**src/design/bnms_pkg.sv**
```systemverilog
// Shared constants and controller/datapath interface types for box NMS.
`default_nettype none
package bnms_pkg;

   localparam int MAX_BOXES_DEF  = 64;
   localparam int COORD_BITS_DEF = 12;
   localparam int LABEL_W        = 8;
   localparam int CONF_W         = 16;
   localparam int THR_W          = 17;
   localparam int FRAC_W         = 16;
   localparam logic [THR_W-1:0] THR_RESET = 17'd32768;

   // wait from capturing box B until the overlap verdict is registered
   localparam int WAIT_W = 3;
   localparam logic [WAIT_W-1:0] EVAL_WAIT = 3'd4;

   typedef struct packed {
      logic wr_box;     // store the accepted input box
      logic ord_rd;     // read order memory at idx
      logic box_rd;     // read box memories
      logic box_sel_ord;// box address from order read data, else idx
      logic cap_i;      // hold confidence of box i
      logic rank_clr;
      logic rank_step;  // count box j if it sorts ahead of box i
      logic j_lt_i;
      logic ord_wr;     // order[rank] = idx
      logic cap_a;      // hold geometry of the suppressing box
      logic cap_b;      // hold geometry of the candidate box
      logic mark;       // flag idx suppressed when the overlap test hits
      logic ls_step;    // track last unsuppressed position
      logic emit;       // load the result register
      logic clear;      // end of set
   } cmd_type;

   typedef struct packed {
      logic sup_idx;    // suppression mark at idx
      logic rsp_free;   // result register can take a new transaction
   } status_type;

endpackage
`default_nettype wire

```
**src/design/bnms_ctrl.sv**
```systemverilog
// Controller: load, rank sort, greedy suppression, output sequencing.
`default_nettype none
module bnms_ctrl
   import bnms_pkg::*;
#(
   parameter int MAX_BOXES = MAX_BOXES_DEF,
   localparam int IDX_W = $clog2(MAX_BOXES),
   localparam int CNT_W = $clog2(MAX_BOXES + 1)
) (
   input  wire logic             clock,
   input  wire logic             reset,
   input  wire logic             req_valid,
   input  wire logic             req_last_box,
   output logic                  req_stall,
   input  wire status_type       status,
   input  wire logic [CNT_W-1:0] count,
   output cmd_type               cmd,
   output logic [IDX_W-1:0]      idx
);

   localparam logic [4:0] ST_LOAD  = 5'd0;
   localparam logic [4:0] ST_RK_I  = 5'd1;
   localparam logic [4:0] ST_RK_CI = 5'd2;
   localparam logic [4:0] ST_RK_J  = 5'd3;
   localparam logic [4:0] ST_RK_CJ = 5'd4;
   localparam logic [4:0] ST_RK_W  = 5'd5;
   localparam logic [4:0] ST_SP_I  = 5'd6;
   localparam logic [4:0] ST_SP_OA = 5'd7;
   localparam logic [4:0] ST_SP_GA = 5'd8;
   localparam logic [4:0] ST_SP_J  = 5'd9;
   localparam logic [4:0] ST_SP_OB = 5'd10;
   localparam logic [4:0] ST_SP_GB = 5'd11;
   localparam logic [4:0] ST_SP_EV = 5'd12;
   localparam logic [4:0] ST_LS    = 5'd13;
   localparam logic [4:0] ST_OUT_I = 5'd14;
   localparam logic [4:0] ST_OUT_O = 5'd15;
   localparam logic [4:0] ST_OUT_G = 5'd16;
   localparam logic [4:0] ST_DONE  = 5'd17;

   logic [4:0]        state_ff, state_in;
   logic [IDX_W-1:0]  i_ff, i_in, j_ff, j_in;
   logic [WAIT_W-1:0] wait_ff, wait_in;
   logic [IDX_W-1:0]  n_last;
   logic              use_j;

   assign n_last    = IDX_W'(count - CNT_W'(1));
   assign req_stall = (state_ff != ST_LOAD);
   assign use_j     = (state_ff == ST_RK_J) || (state_ff == ST_RK_CJ) ||
                      (state_ff == ST_SP_J) || (state_ff == ST_SP_OB) ||
                      (state_ff == ST_SP_GB) || (state_ff == ST_SP_EV);
   assign idx       = use_j ? j_ff : i_ff;

   always_comb begin
      state_in = state_ff;
      i_in     = i_ff;
      j_in     = j_ff;
      wait_in  = wait_ff;
      cmd      = '0;
      case (state_ff)
         ST_LOAD: begin
            i_in = '0;
            if (req_valid) begin
               cmd.wr_box = 1'b1;
               if (req_last_box) begin
                  state_in = ST_RK_I;
               end
            end
         end
         ST_RK_I: begin
            cmd.box_rd = 1'b1;
            state_in   = ST_RK_CI;
         end
         ST_RK_CI: begin
            cmd.cap_i    = 1'b1;
            cmd.rank_clr = 1'b1;
            j_in         = '0;
            state_in     = ST_RK_J;
         end
         ST_RK_J: begin
            cmd.box_rd = 1'b1;
            state_in   = ST_RK_CJ;
         end
         ST_RK_CJ: begin
            cmd.rank_step = 1'b1;
            cmd.j_lt_i    = (j_ff < i_ff);
            if (j_ff == n_last) begin
               state_in = ST_RK_W;
            end else begin
               j_in     = j_ff + IDX_W'(1);
               state_in = ST_RK_J;
            end
         end
         ST_RK_W: begin
            cmd.ord_wr = 1'b1;
            if (i_ff == n_last) begin
               i_in     = '0;
               state_in = ST_SP_I;
            end else begin
               i_in     = i_ff + IDX_W'(1);
               state_in = ST_RK_I;
            end
         end
         ST_SP_I: begin
            if (i_ff == n_last) begin
               i_in     = '0;
               state_in = ST_LS;
            end else if (status.sup_idx) begin
               i_in = i_ff + IDX_W'(1);
            end else begin
               cmd.ord_rd = 1'b1;
               state_in   = ST_SP_OA;
            end
         end
         ST_SP_OA: begin
            cmd.box_rd      = 1'b1;
            cmd.box_sel_ord = 1'b1;
            state_in        = ST_SP_GA;
         end
         ST_SP_GA: begin
            cmd.cap_a = 1'b1;
            j_in      = i_ff + IDX_W'(1);
            state_in  = ST_SP_J;
         end
         ST_SP_J: begin
            cmd.ord_rd = 1'b1;
            state_in   = ST_SP_OB;
         end
         ST_SP_OB: begin
            cmd.box_rd      = 1'b1;
            cmd.box_sel_ord = 1'b1;
            state_in        = ST_SP_GB;
         end
         ST_SP_GB: begin
            cmd.cap_b = 1'b1;
            wait_in   = '0;
            state_in  = ST_SP_EV;
         end
         ST_SP_EV: begin
            if (wait_ff == EVAL_WAIT) begin
               cmd.mark = 1'b1;
               if (j_ff == n_last) begin
                  i_in     = i_ff + IDX_W'(1);
                  state_in = ST_SP_I;
               end else begin
                  j_in     = j_ff + IDX_W'(1);
                  state_in = ST_SP_J;
               end
            end else begin
               wait_in = wait_ff + WAIT_W'(1);
            end
         end
         ST_LS: begin
            cmd.ls_step = 1'b1;
            if (i_ff == n_last) begin
               i_in     = '0;
               state_in = ST_OUT_I;
            end else begin
               i_in = i_ff + IDX_W'(1);
            end
         end
         ST_OUT_I: begin
            if (status.sup_idx) begin
               if (i_ff == n_last) begin
                  state_in = ST_DONE;
               end else begin
                  i_in = i_ff + IDX_W'(1);
               end
            end else begin
               cmd.ord_rd = 1'b1;
               state_in   = ST_OUT_O;
            end
         end
         ST_OUT_O: begin
            cmd.box_rd      = 1'b1;
            cmd.box_sel_ord = 1'b1;
            state_in        = ST_OUT_G;
         end
         ST_OUT_G: begin
            if (status.rsp_free) begin
               cmd.emit = 1'b1;
               if (i_ff == n_last) begin
                  state_in = ST_DONE;
               end else begin
                  i_in     = i_ff + IDX_W'(1);
                  state_in = ST_OUT_I;
               end
            end
         end
         ST_DONE: begin
            cmd.clear = 1'b1;
            state_in  = ST_LOAD;
         end
         default: begin
            state_in = ST_LOAD;
         end
      endcase
   end

   always_ff @(posedge clock) begin
      if (reset) begin
         state_ff <= ST_LOAD;
         i_ff     <= '0;
         j_ff     <= '0;
         wait_ff  <= '0;
      end else begin
         state_ff <= state_in;
         i_ff     <= i_in;
         j_ff     <= j_in;
         wait_ff  <= wait_in;
      end
   end

endmodule
`default_nettype wire

```
**config.mk**
```make
export PLATFORM = sky130hd
export DESIGN_NAME = bnms_ctrl
export DESIGN_NICKNAME = d
export VERILOG_FILES = /design/src/design/bnms_pkg.sv /design/src/design/bnms_ctrl.sv
export SDC_FILE = /design/constraint.sdc
export NUM_CORES = 1
export LEC_CHECK = 0
export BUFFER_PORTS_ARGS = -buffer_cell sky130_fd_sc_hd__buf_4
export CORE_MARGIN = 4
export CORE_UTILIZATION = 55
export DETAILED_ROUTE_END_ITERATION = 8
export GPL_TIMING_DRIVEN = 0
export PLACE_DENSITY = 0.78
export RECOVER_POWER = 25
export SLEW_MARGIN = 20
export SYNTH_ARGS = -nofsm -noshare
export SYNTH_HDL_FRONTEND = slang
export SYNTH_SLANG_ARGS = --single-unit
export TNS_END_PERCENT = 20
```
**constraint.sdc**
```tcl
create_clock -name clock -period 4.83 [get_ports clock]
set_input_delay 0.2415 -clock clock [delete_from_list [all_inputs] [get_ports clock]]
set_output_delay 0.2415 -clock clock [all_outputs]
set_load 0.02 [all_outputs]
```
[Yosys cells after proc, flatten, opt, wreduce, memory -nomap -nowiden]
Index checks and enable logic that the tools add are counted.
Operators by class
  add/sub/neg operators: 4
  $mul: 0
  div/mod/pow operators: 0
  order comparisons: 1
  equal/unequal tests: 31
  shift-type cells: 0
  mux-type cells: 47
  bitwise gates (word level): 0
  reduce and logical (&&, ||, !) cells: 17
Operator list (count)
  $pmux 5 s17: 1
  $mux 6: 11
  $mux 5: 10
  $eq 5x4->1 const B: 8
  $pmux 6 s6: 1
  $pmux 6 s4: 1
  $eq 5x3->1 const B: 4
  $mux 1: 15
  $add 6x1->6 const B: 2
  $eq 6x6->1: 2
  $ne 2x2->1 const B: 6
  $eq 5x2->1 const B: 2
  $eq 5x5->1 const B: 2
  $mux 3: 3
  $ne 3x3->1 const B: 3
  $reduce_and 7->1: 1
  $lt 6x6->1: 1
  $pmux 3 s2: 1
  $reduce_and 6->1: 1
  $reduce_bool 6->1: 1
  $sub 6x1->6 const B: 1
  $eq 5x1->1 const B: 1
  $logic_not 5->1: 1
  $logic_or 1x1->1: 5
  13 further kinds: 16
Storage, ports and cells
  register bits after elaboration: 20
  bits in latches: 0
  memory bits (writable): 0
  bits in read-only memories: 0
  input port bits: 13
  memories: 0

[Logic depth before layout (Yosys ltp)]
Gate-level depths: netlist of the first run.
  word-level depth: 7
  mapped depth: 11

[Least setup slack after synthesis of the first run]
Ideal clock, no wire load.
  path kind: input to register
  start point: input count[2]
  end point: register i_ff[0]
  arrival: 2512 ps
  setup slack: 2247 ps
  stages on the path: 10
  buffers on the path: 2
  cells stage by stage: buf_6 -> or4_4 -> a21oi_1 -> o2111a_2 -> nand2_2 -> o21a_1 -> or4_1 -> buf_2 -> or3b_1 -> a21oi_1
Between the ends
  longest elaborated chain between the ends: 5
  elaborated cells on any way between the ends: 12
RTL lines
  start, declared: RTL line bnms_ctrl.sv:16  | input wire logic [CNT_W-1:0] count,
  $sub 6x1->6 (*): RTL line bnms_ctrl.sv:46  | assign n_last = IDX_W'(count - CNT_W'(1));
  $eq 6x6->1
  $mux 6
  $mux 6, on equally long branches
  $pmux 6 s6: RTL line bnms_ctrl.sv:59  | case (state_ff)
  end signal, assigned: RTL line bnms_ctrl.sv:207  | i_ff <= i_in;
  end, declared: RTL line bnms_ctrl.sv:41  | logic [IDX_W-1:0] i_ff, i_in, j_ff, j_in;
Mark *: on every way between the ends. The rest lies on a longest branch, timed or not. The select of a mux whose other input is x is not followed.
A chain may end at the register's enable or synchronous reset.

[Final worst setup path of the first run]
  start point: register state_ff[1]
  end point: output idx[5]
Between the ends
  longest elaborated chain between the ends: 7
  elaborated cells on any way between the ends: 12
RTL lines
  start, declared: RTL line bnms_ctrl.sv:40  | logic [4:0] state_ff, state_in;
  start signal, assigned: RTL line bnms_ctrl.sv:206  | state_ff <= state_in;
  $eq 5x2->1 or $eq 5x3->1 (tied branches): RTL line bnms_ctrl.sv:48  | assign use_j = (state_ff == ST_RK_J) || (state_ff == ST_RK_CJ) ||
  $logic_or 1x1->1 (2 in a row): RTL line bnms_ctrl.sv:48
  $logic_or 1x1->1 (2 in a row): RTL line bnms_ctrl.sv:49  | (state_ff == ST_SP_J) || (state_ff == ST_SP_OB) ||
  $logic_or 1x1->1 (*): RTL line bnms_ctrl.sv:50  | (state_ff == ST_SP_GB) || (state_ff == ST_SP_EV);
  $mux 6 (*): RTL line bnms_ctrl.sv:51  | assign idx = use_j ? j_ff : i_ff;
  end, declared: RTL line bnms_ctrl.sv:18  | output logic [IDX_W-1:0] idx
Mark *: on every way between the ends. The rest lies on a longest branch, timed or not.

==> results of run 1 <==
==> power groups by stage <==
stage | Sequential (W) | Clock [W] | Combinational, W
after floorplan | 0.000171 | 0 | 0.0000814
after global placement | 0.000172 | 0 | 0.000115
after detailed placement | 0.000172 | 0 | 0.000116
after CTS | 0.000168 | 0.000175 | 0.000117
after global routing | 0.000168 | 0.000184 | 0.000130
final | 0.000168 | 0.000173 | 0.000118
==> cell type report <==
type / instances / area, um2
plain buffers: 21 / 93.8
flip-flops and latches: 20 / 400
well taps: 48 / 60.1
fillers: 353 / 1210
multi-input cells: 248 / 1580
repair buffers: 32 / 218
clock inverters: 1 / 30.0
inverters: 15 / 56.3
clock buffers: 3 / 41.3
==> state kept, by name, indices dropped and copies added (netlist names) <==
| name | flops |
|---|---|
| wait_ff | 3 |
| i_ff | 6 |
| j_ff | 6 |
| state_ff | 5 |
==> worst register-to-register path, delay by kind of cell (launching register included) <==
family / cells / cell delay [ns]
buf+inv: 3 / 0.66
simple gates: 3 / 1.29
compound gates: 4 / 0.51
flops: 1 / 0.35
==> metal layers <==
metal	GRT usage (%)	routed length (um)	share of wire, %	up-vias
li1	-	-	-	1172
met1	32.8	2680	44	1091
met2	38.8	2760	45	98
met3	6.19	582	9.5	15
met4	8.51	114	1.9	0
met5	0	0	0	-
==> cells by family (layout without fill, tap and decap cells) <==
family,Yosys count,in the layout,synth area share [%]
AOI/OAI and AO/OA,90,90,27.8
xor gates and xnor gates,15,15,6.18
adders and majority gates,11,11,6.35
buffers and inverters,36,72,7.06
DFF,20,20,18.8
muxes,4,4,1.94
and+or+nand+nor,128,128,31.8
==> cells in the mapped netlist (2+ instances only) <==
library cell	instances
sky130_fd_sc_hd__o2111ai_1	2
sky130_fd_sc_hd__o21ai_0	18
sky130_fd_sc_hd__clkbuf_1	14
sky130_fd_sc_hd__nand3_1	9
sky130_fd_sc_hd__xor2_1	7
sky130_fd_sc_hd__a21o_1	4
sky130_fd_sc_hd__mux2i_1	3
sky130_fd_sc_hd__o31a_1	2
sky130_fd_sc_hd__and3_1	5
sky130_fd_sc_hd__ha_1	10
sky130_fd_sc_hd__nand2_1	24
sky130_fd_sc_hd__inv_1	15
sky130_fd_sc_hd__or3_1	7
sky130_fd_sc_hd__buf_1	2
sky130_fd_sc_hd__dfxtp_1	20
sky130_fd_sc_hd__nand2b_1	9
sky130_fd_sc_hd__buf_2	3
sky130_fd_sc_hd__nand4_1	2
sky130_fd_sc_hd__nor2_1	26
sky130_fd_sc_hd__nor2b_1	9
sky130_fd_sc_hd__nor3_1	13
sky130_fd_sc_hd__and2_1	2
sky130_fd_sc_hd__a21oi_1	32
sky130_fd_sc_hd__nor3b_1	4
sky130_fd_sc_hd__xnor2_1	8
sky130_fd_sc_hd__a22oi_1	3
sky130_fd_sc_hd__o32ai_1	4
sky130_fd_sc_hd__a211oi_1	4
sky130_fd_sc_hd__a311oi_1	3
sky130_fd_sc_hd__and3b_1	2
sky130_fd_sc_hd__a22o_1	4
sky130_fd_sc_hd__a31oi_1	2
sky130_fd_sc_hd__or2_2	6
==> through the flow <==
stage / area [um2] / hold WS (ns) / util [%]
after global placement: 2430 / 0.478 / 65.8
final: 2480 / 0.293 / 67.1
after CTS: 2500 / 0.291 / 67.7
after floorplan: 2130 / 0.425 / -
after global routing: 2480 / 0.311 / 67.1
after detailed placement: 2430 / 0.481 / 65.8
==> path summary, 6_finish.rpt <==
path                end  slack [ns]  cells after the start
max              idx[5]        1.93                      8
min             i_ff[5]        0.29                      3
max reg2reg     i_ff[0]        1.96                     10
min reg2reg  wait_ff[0]        0.49                      2
==> Implementation_results.wiki, run 1 <==
{| class="wikitable"
! Metric !! Value
|-
| Status || complete, no violations
|-
| Final Total Pwr || 0.000459 W
|-
| First-pass GRT wire length || 10100 um
|-
| Router iterations before antenna repair || 4
|-
| Ordered list of cells on the worst path || clkbuf_1 -> clkbuf_1 -> a21oi_1 -> a221oi_1 -> clkbuf_1 -> nand2_1 -> o21ai_0 -> buf_4
|-
| Data required time at the worst endpoint || 4.59 ns
|-
| Placed cells || 384
|-
| Total setup buffers inserted after CTS || 0
|-
| Std-Cell Core Area || 0.00369 mm2
|-
| Clk_skew || 0.0126 ns
|-
| DRC Markers || 0
|-
| Switching power share of the total || 29.6%
|-
| Int Power || 0.000323 W
|-
| N_diodes || 0
|-
| Fin. Hold Viols || 0
|-
| Aggregate routed wire length || 6140 um
|-
| Max transition margin || 34.8%
|-
| Post-Layout Cell Count || 388
|-
| Insertion delay to the later sink of the worst-skew pair || 0.27 ns
|-
| Accumulated negative setup slack || 0 ns
|-
| Total of cells resized after clock tree synthesis || 0
|-
| Setup violation total in the final timing report || 0
|-
| Cell Pwr Density || 186 mW/mm2
|-
| Commonest register cell after synthesis || sky130_fd_sc_hd__dfxtp_1
|-
| Launch instance of the worst register-to-register path || j_ff[4]
|-
| Average wire per cell in the routed design || 15.8 um
|-
| Die Span Y || 70.2 um
|-
| Port Buffer Count || 32
|-
| Largest cells by area after synthesis || sky130_fd_sc_hd__dfxtp_1 (19%), sky130_fd_sc_hd__a21oi_1 (7.5%), sky130_fd_sc_hd__ha_1 (5.9%)
|-
| Starting Density || 57.7%
|-
| Cell Rows || 22
|-
| Count of nets left with antenna violations after detail routing || 0
|-
| Max-slew violation count || 0
|-
| Lkg Pwr || 0.972 nW
|-
| Clock slew at reported path FFs || 0.09 ns
|-
| Minimum clock period after layout || 2.90 ns
|-
| Maximum clock path buffer count || 2
|-
| Global route total overflow || 0
|-
| Net count of the finished layout || 364
|-
| Worst setup path class || register to output port
|-
| Beginning of the critical path || state_ff[1]
|-
| I/O pin count || 35
|-
| Class of the tightest hold or removal check || input pin to register
|-
| Power share of the sequential group || 36.6%
|-
| Average instance area after synthesis || 7.00 um2
|-
| Area share of the leading cell type in the synthesized netlist || 18.8%
|-
| Final RePlAce weighted congestion || 0.948
|-
| Largest net degree at the start of global routing || 13
|-
| Number of register bits inferred by synthesis || 20
|-
| Buffers & Inverters on Critical Path || 4
|-
| Arr. time, crit path || 2.66 ns
|-
| Number of clock sinks || 20
|-
| Via/cell ratio || 6.12
|-
| CP most frequent cell || sky130_fd_sc_hd__clkbuf_1
|-
| Max-cap violations || 0
|-
| Peak fanout along the critical path || 10
|-
| Worst Hold Launch || reset
|-
| Synth area leader || sky130_fd_sc_hd__dfxtp_1
|-
| Startpoint type of the worst setup path || register
|-
| Cell class contributing the biggest share of worst-path delay || buffers and inverters
|-
| Number of clock buffers inserted by TritonCTS || 3
|-
| Crit path max-delay cell type || sky130_fd_sc_hd__a221oi_1
|-
| Switching pwr || 0.000136 W
|-
| Sequential-to-total area share from yosys stat || 18.8%
|-
| Fin crit share || 60.1%
|-
| Synth async-reset ratio || 0%
|-
| Post-Synthesis Cells || 304
|-
| H-tree Lvls || 1
|-
| HPWL reported at the end of detailed placement || 4580 um
|-
| Highest ir drop seen on vdd || 0.178 mV
|-
| Combinational share of power || 25.7%
|-
| CTS root buffer || sky130_fd_sc_hd__clkbuf_8
|-
| Pre-CTS worst setup slack || 1.84 ns
|-
| Synth Net Count || 327
|-
| Overall via count from detail_route || 2376
|-
| Cell area after synthesis || 0.00213 mm2
|-
| Slowest Stage Delay on Critical Path || 0.46 ns
|-
| Setup repair after global routing missed its margin || false
|-
| Initial antenna violation count || 0
|-
| Clock network power share || 37.7%
|-
| Most common cell after layout, fill and taps aside || sky130_fd_sc_hd__a21oi_1
|-
| TritonCTS clock tree || yes
|-
| Worst Max-Slew Pin Slew || 0.971 ns
|-
| PnR worst setup slack || 1.93 ns
|-
| Overall track demand over capacity in global routing || 24.8%
|-
| Leading cell types in the layout, fill and taps excluded || sky130_fd_sc_hd__a21oi_1 (32), sky130_fd_sc_hd__nor2_1 (26), sky130_fd_sc_hd__buf_4 (26)
|-
| Layout Area Growth over Synthesis || 16.4%
|-
| Endpoint kind of the worst setup timing path || output port
|-
| Achievable clock frequency || 0.345 GHz
|-
| Cell variety after synth || 59
|-
| Number of global-route vias before repair || 2186
|-
| Horizontal extent of the die || 70.2 um
|-
| Number of DRC markers after the initial detailed-route iteration || 212
|-
| Post-synth EDFFs || 0
|-
| Yosys warnings || 0
|-
| # hold bufs at CTS || 0
|-
| Fraction of final layout cells sized beyond drive strength 1 || 14.7%
|-
| Die ar. || 0.00493 mm2
|}
Power figures use the tool's default switching activity.
==> run 2: changes to the inputs <==
- clock period: 4.83 -> 2.89 ns (I/O delays scaled with it)
==> run 2 against run 1 <==
  * Cell count stayed put
  * Clock power is 67% higher
  * Clock-buffer cell count unchanged
  * Register-to-register slack lost 1.8 ns
  * Core utilization rose by 0.20 points
  * Highest routed layer unchanged
  * Cell area rose by 0.30%
==> Implementation_results.wiki, run 2 (same netlist as run 1, synthesis figures left out) <==
{| class="wikitable"
! Metric !! Value
|-
| Status || complete, no violations
|-
| CP most frequent cell || sky130_fd_sc_hd__clkbuf_1
|-
| Port Buffer Count || 32
|-
| I/O pin count || 35
|-
| Largest net degree at the start of global routing || 13
|-
| Worst setup path class || register to output port
|-
| Met1 routed wirelength after detailed routing || 2680 um
|-
| TritonCTS clock tree || yes
|-
| Die ar. || 0.00493 mm2
|-
| Final Total Pwr || 0.000768 W
|-
| Minimum clock period after layout || 2.76 ns
|-
| Overall via count from detail_route || 2402
|-
| Initial antenna violation count || 0
|-
| Most common cell after layout, fill and taps aside || sky130_fd_sc_hd__a21oi_1
|-
| Startpoint type of the worst setup path || register
|-
| Total setup buffers inserted after CTS || 0
|-
| Class of the tightest hold or removal check || input pin to register
|-
| Worst-case hold slack || 0.197 ns
|-
| Crit path max-delay cell type || sky130_fd_sc_hd__clkbuf_1
|-
| HPWL reported at the end of detailed placement || 4580 um
|-
| First-pass GRT wire length || 10100 um
|-
| Starting Density || 57.7%
|-
| Peak fanout along the critical path || 10
|-
| Fin. Hold Viols || 0
|-
| Achievable clock frequency || 0.362 GHz
|-
| Number of clock sinks || 20
|-
| Finished Core Util || 67.3%
|-
| Max transition margin || 54.3%
|-
| Data required time at the worst endpoint || 2.75 ns
|-
| Arr. time, crit path || 2.62 ns
|-
| Final RePlAce weighted congestion || 0.948
|-
| # hold bufs at CTS || 0
|-
| Highest ir drop seen on vdd || 0.296 mV
|-
| Clock slew at reported path FFs || 0.09 ns
|-
| DRC Markers || 0
|-
| H-tree Lvls || 1
|-
| DR WL met3 || 593 um
|-
| Horizontal extent of the die || 70.2 um
|-
| Fin crit share || 95.6%
|-
| Slowest Stage Delay on Critical Path || 0.44 ns
|-
| Net count of the finished layout || 364
|-
| Biggest registers after layout || i_ff x6, j_ff x6, state_ff x5
|-
| Overall track demand over capacity in global routing || 24.8%
|-
| Number of global-route vias before repair || 2186
|-
| Worst Max-Slew Pin Slew || 0.680 ns
|-
| Setup violation total in the final timing report || 0
|-
| Count of nets left with antenna violations after detail routing || 0
|-
| Router iterations before antenna repair || 5
|-
| Cell Pwr Density || 309 mW/mm2
|-
| Number of clock buffers inserted by TritonCTS || 3
|-
| Aggregate routed wire length || 6200 um
|-
| Die Span Y || 70.2 um
|-
| Max layer used || met4
|-
| Cell Rows || 22
|-
| Global route total overflow || 0
|-
| Insertion delay to the later sink of the worst-skew pair || 0.27 ns
|-
| Max-cap violations || 0
|-
| Met2 Wirelength || 2810 um
|-
| Maximum clock path buffer count || 2
|-
| Lkg Pwr || 0.972 nW
|-
| CTS root buffer || sky130_fd_sc_hd__clkbuf_8
|-
| Clk_skew || 0.0121 ns
|-
| Average wire per cell in the routed design || 16.0 um
|-
| Fraction of final layout cells sized beyond drive strength 1 || 15.3%
|-
| Number of DRC markers after the initial detailed-route iteration || 257
|-
| Ordered list of cells on the worst path || clkbuf_1 -> clkbuf_1 -> nand2_1 -> a221oi_1 -> clkbuf_1 -> nand2_1 -> o21ai_0 -> buf_4
|-
| Max-slew violation count || 0
|-
| N_diodes || 0
|-
| Std-Cell Core Area || 0.00369 mm2
|-
| Setup repair after global routing missed its margin || true
|-
| Endpoint kind of the worst setup timing path || output port
|-
| Leading cell types in the layout, fill and taps excluded || sky130_fd_sc_hd__a21oi_1 (32), sky130_fd_sc_hd__nor2_1 (26), sky130_fd_sc_hd__buf_4 (25)
|-
| Layout Area Growth over Synthesis || 16.8%
|-
| Via/cell ratio || 6.19
|}
[run 2: cell count changes in the layout (fill, tap and decap cells not counted), sizes merged]
cell / previous run / this run
buf: 31 / 30
clkbuf: 25 / 26
[run 2: worst paths after layout]
check         startpoint    endpoint  slack, ns  depth (start not counted)
max          state_ff[3]      idx[5]       0.13                          8
min                reset     i_ff[5]       0.20                          3
max reg2reg      j_ff[4]     i_ff[0]       0.16                         10
min reg2reg   wait_ff[0]  wait_ff[0]       0.49                          2
[run 2: layout make-up]
type,count,area [um2]
timing repair buffer,32,214
sequential,20,400
tap,48,60.1
clock inverter,1,30.0
inverter,15,56.3
fill,354,1200
clock buffer,3,41.3
buffer,21,95.1
multi-input combinational,248,1590
[run 2: repair_timing]
action | CTS | global route
endpoints found under the hold margin | 0 | 0
endpoints found under the setup margin | 0 | 9
gates resized for setup | 0 | 3
[run 2: stage by stage]
stage	instance area [um2]	setup WS [ns]	TNS, ns	instances
final	2480	0.128	0	388
after global routing	2480	-0.0271	-0.0271	388
after CTS	2500	0.0732	0	388
after detailed placement	2430	-0.00683	-0.00683	384
after global placement	2430	0.0290	0	384
after floorplan	2130	0.316	0	304
[run 2: power breakdown]
group / internal, W / leakage (nW) / switching, W
clock: 0.000185 / 0.0357 / 0.000104
combinational: 0.0000768 / 0.775 / 0.000121
sequential: 0.000278 / 0.161 / 0.00000228
[run 2: routing by layer]
layer  GRT usage, %  vias up
met5              0        -
met4           8.51        0
met3           6.19       15
met2           38.8      117
met1           32.8     1101
li1               -     1169
[run 2: worst max-delay path, delay by kind of cell, from the launching register on]
family,cells,cell delay (ns)
and+or+nand+nor,2,0.19
DFF,1,0.32
AOI/OAI and AO/OA,2,0.55
buffers and inverters,4,1.28
==> run 3: changes to the inputs <==
- CELL_PAD_IN_SITES_DETAIL_PLACEMENT: unset -> 1
- CELL_PAD_IN_SITES_GLOBAL_PLACEMENT: unset -> 2
- CORE_UTILIZATION: 55 -> 32
- PLACE_DENSITY: 0.78 -> unset
- PLACE_DENSITY_LB_ADDON: unset -> 0.1
==> run 3 against run 2 <==
  * Critical path depth rose by 2
  * Fmax rose by 0.37%
  * Flip-flop and latch count did not move
  * Combinational power rose by 2%
  * Global-route usage fell by 5.7 points
  * Clock skew fell by 0.0082 ns
  * First-iteration DRC count fell by 69%
  * Clock power barely moved
  * Sequential power barely moved
  * Sequential share of layout area fell by 0.17 points
  * Hold slack improved by 0.012 ns
  * Via count fell by 4.5%
  * Critical path type is now register to register
  * Critical endpoint is now i_ff[0]
  * Largest cell class unchanged
==> Implementation_results.wiki, run 3 (same netlist as run 1, synthesis figures left out) <==
{| class="wikitable"
! Metric !! Value
|-
| Router iterations before antenna repair || 4
|-
| Layout Area Growth over Synthesis || 18.4%
|-
| Slowest Stage Delay on Critical Path || 0.40 ns
|-
| Maximum clock path buffer count || 2
|-
| Worst setup path class || register to register
|-
| Fin. Hold Viols || 0
|-
| # hold bufs at CTS || 0
|-
| Clk_skew || 0.00387 ns
|-
| Post-route cell area || 0.00252 mm2
|-
| Peak fanout along the critical path || 9
|-
| TritonCTS clock tree || yes
|-
| Clock network power share || 37.6%
|-
| Minimum clock period after layout || 2.75 ns
|-
| HPWL reported at the end of detailed placement || 5630 um
|-
| Clock slew at reported path FFs || 0.08 ns
|-
| Die Span Y || 89.5 um
|-
| Arr. time, crit path || 2.94 ns
|-
| Horizontal extent of the die || 89.5 um
|-
| Post-Layout Cell Count || 417
|-
| Via/cell ratio || 5.50
|-
| Insertion delay to the later sink of the worst-skew pair || 0.27 ns
|-
| Cell Rows || 29
|-
| CP most frequent cell || sky130_fd_sc_hd__a21oi_1
|-
| First-pass GRT wire length || 11800 um
|-
| Fin crit share || 95.2%
|-
| DRC Markers || 0
|-
| Endpoint kind of the worst setup timing path || register
|-
| Switching power share of the total || 30.0%
|-
| H-tree Lvls || 1
|-
| Combinational share of power || 26.1%
|-
| Setup repair after global routing missed its margin || true
|-
| Largest net degree at the start of global routing || 13
|-
| Die ar. || 0.00802 mm2
|-
| Lkg Pwr || 0.972 nW
|-
| Int Power || 0.000541 W
|-
| Most common cell after layout, fill and taps aside || sky130_fd_sc_hd__a21oi_1
|-
| Average wire per cell in the routed design || 17.2 um
|-
| Finished Core Util || 39.4%
|-
| Placed cells || 413
|-
| Max-slew violation count || 0
|-
| Startpoint type of the worst setup path || register
|-
| Leading cell types in the layout, fill and taps excluded || sky130_fd_sc_hd__a21oi_1 (32), sky130_fd_sc_hd__nor2_1 (26), sky130_fd_sc_hd__nand2_1 (24), sky130_fd_sc_hd__buf_4 (24), sky130_fd_sc_hd__clkbuf_1 (21)
|-
| Ordered list of cells on the worst path || clkbuf_1 -> or3b_2 -> nor2_1 -> a21oi_1 -> a21oi_1 -> o32a_1 -> or4_1 -> buf_2 -> or3b_1 -> a21oi_1
|-
| Worst Max-Slew Pin Slew || 0.711 ns
|-
| CTS root buffer || sky130_fd_sc_hd__clkbuf_8
|-
| Final Total Pwr || 0.000773 W
|-
| Fraction of final layout cells sized beyond drive strength 1 || 15.6%
|-
| Net count of the finished layout || 364
|-
| I/O pin count || 35
|-
| Area after detailed placement || 0.00246 mm2
|-
| Count of nets left with antenna violations after detail routing || 0
|-
| Class of the tightest hold or removal check || input pin to register
|-
| Std-Cell Core Area || 0.00639 mm2
|-
| Initial antenna violation count || 0
|-
| Total setup buffers inserted after CTS || 0
|-
| Biggest registers after layout || i_ff x6, j_ff x6, state_ff x5
|-
| Max transition margin || 52.3%
|-
| Worst-case hold slack || 0.209 ns
|-
| Number of clock sinks || 20
|-
| Port Buffer Count || 32
|-
| Data required time at the worst endpoint || 3.08 ns
|-
| Total of cells resized after clock tree synthesis || 2
|-
| Status || complete, no violations
|-
| Power share of the sequential group || 36.3%
|-
| Highest ir drop seen on vdd || 0.239 mV
|-
| Achievable clock frequency || 0.363 GHz
|-
| Number of global-route vias before repair || 2279
|-
| Max-cap violations || 0
|-
| Setup violation total in the final timing report || 0
|-
| Crit path max-delay cell type || sky130_fd_sc_hd__or4_1
|-
| Number of DRC markers after the initial detailed-route iteration || 79
|-
| Overall track demand over capacity in global routing || 19.0%
|-
| Number of clock buffers inserted by TritonCTS || 3
|-
| Switching pwr || 0.000232 W
|-
| Overall via count from detail_route || 2295
|-
| Cell Pwr Density || 307 mW/mm2
|-
| Aggregate routed wire length || 7190 um
|-
| Global route total overflow || 0
|-
| N_diodes || 0
|-
| Starting Density || 33.3%
|-
| Final RePlAce weighted congestion || 0.814
|}
-- run 3: cell types whose count changed in the layout (fill, tap and decap cells not counted) --
cell,previous run,this run
sky130_fd_sc_hd__dfxtp_2,0,1
sky130_fd_sc_hd__buf_4,25,24
sky130_fd_sc_hd__dfxtp_1,20,19
sky130_fd_sc_hd__clkbuf_2,1,2
-- run 3: per-stage QoR --
stage	setup WS [ns]	setup TNS, ns
floorplan	0.316	0
finish	0.138	0
global route	-0.0663	-0.292
CTS	0.0550	0
global placement	-0.0751	-0.0998
detailed placement	-0.0948	-0.188
-- run 3: layer usage --
metal / wire, um / vias to the layer above / GRT usage, %
met3: 254 / 4 / 2.67
met2: 3240 / 38 / 30.5
met4: 39 / 0 / 2.44
li1: - / 1166 / -
met1: 3660 / 1087 / 27.8
met5: 0 / - / 0
-- run 3: area by class of cell --
cell class	count	area [um2]
buffer	21	96.3
clock buffer	3	41.3
clock inverter	1	30.0
fill	841	3870
inverter	15	56.3
multi-input combinational	248	1590
sequential	20	402
tap	77	96.3
timing repair buffer	32	210
-- run 3: power by group through the flow --
stage	Sequential (W)	Clock [W]	Combinational, W
2_1_floorplan	0.000286	0	0.000136
3_3_place_gp	0.000287	0	0.000202
3_5_place_dp	0.000287	0	0.000203
4_1_cts	0.000281	0.000302	0.000205
5_1_grt	0.000281	0.000314	0.000225
6_report	0.000281	0.000290	0.000202
-- run 3: path summary, 6_finish.rpt --
path,start,to,slack [ns],depth (start not counted)
worst max register to register,state_ff[2],i_ff[0],0.14,10
worst min register to register,wait_ff[0],wait_ff[0],0.49,2
worst min-delay path,reset,i_ff[5],0.21,3
worst max-delay path,state_ff[2],i_ff[0],0.14,10
-- run 3: critical path, delay by kind of cell, from the launching register on --
family / cells / cell delay (ns)
compound gates: 4 / 0.75
flops: 1 / 0.31
buf+inv: 2 / 0.56
simple gates: 4 / 1.06
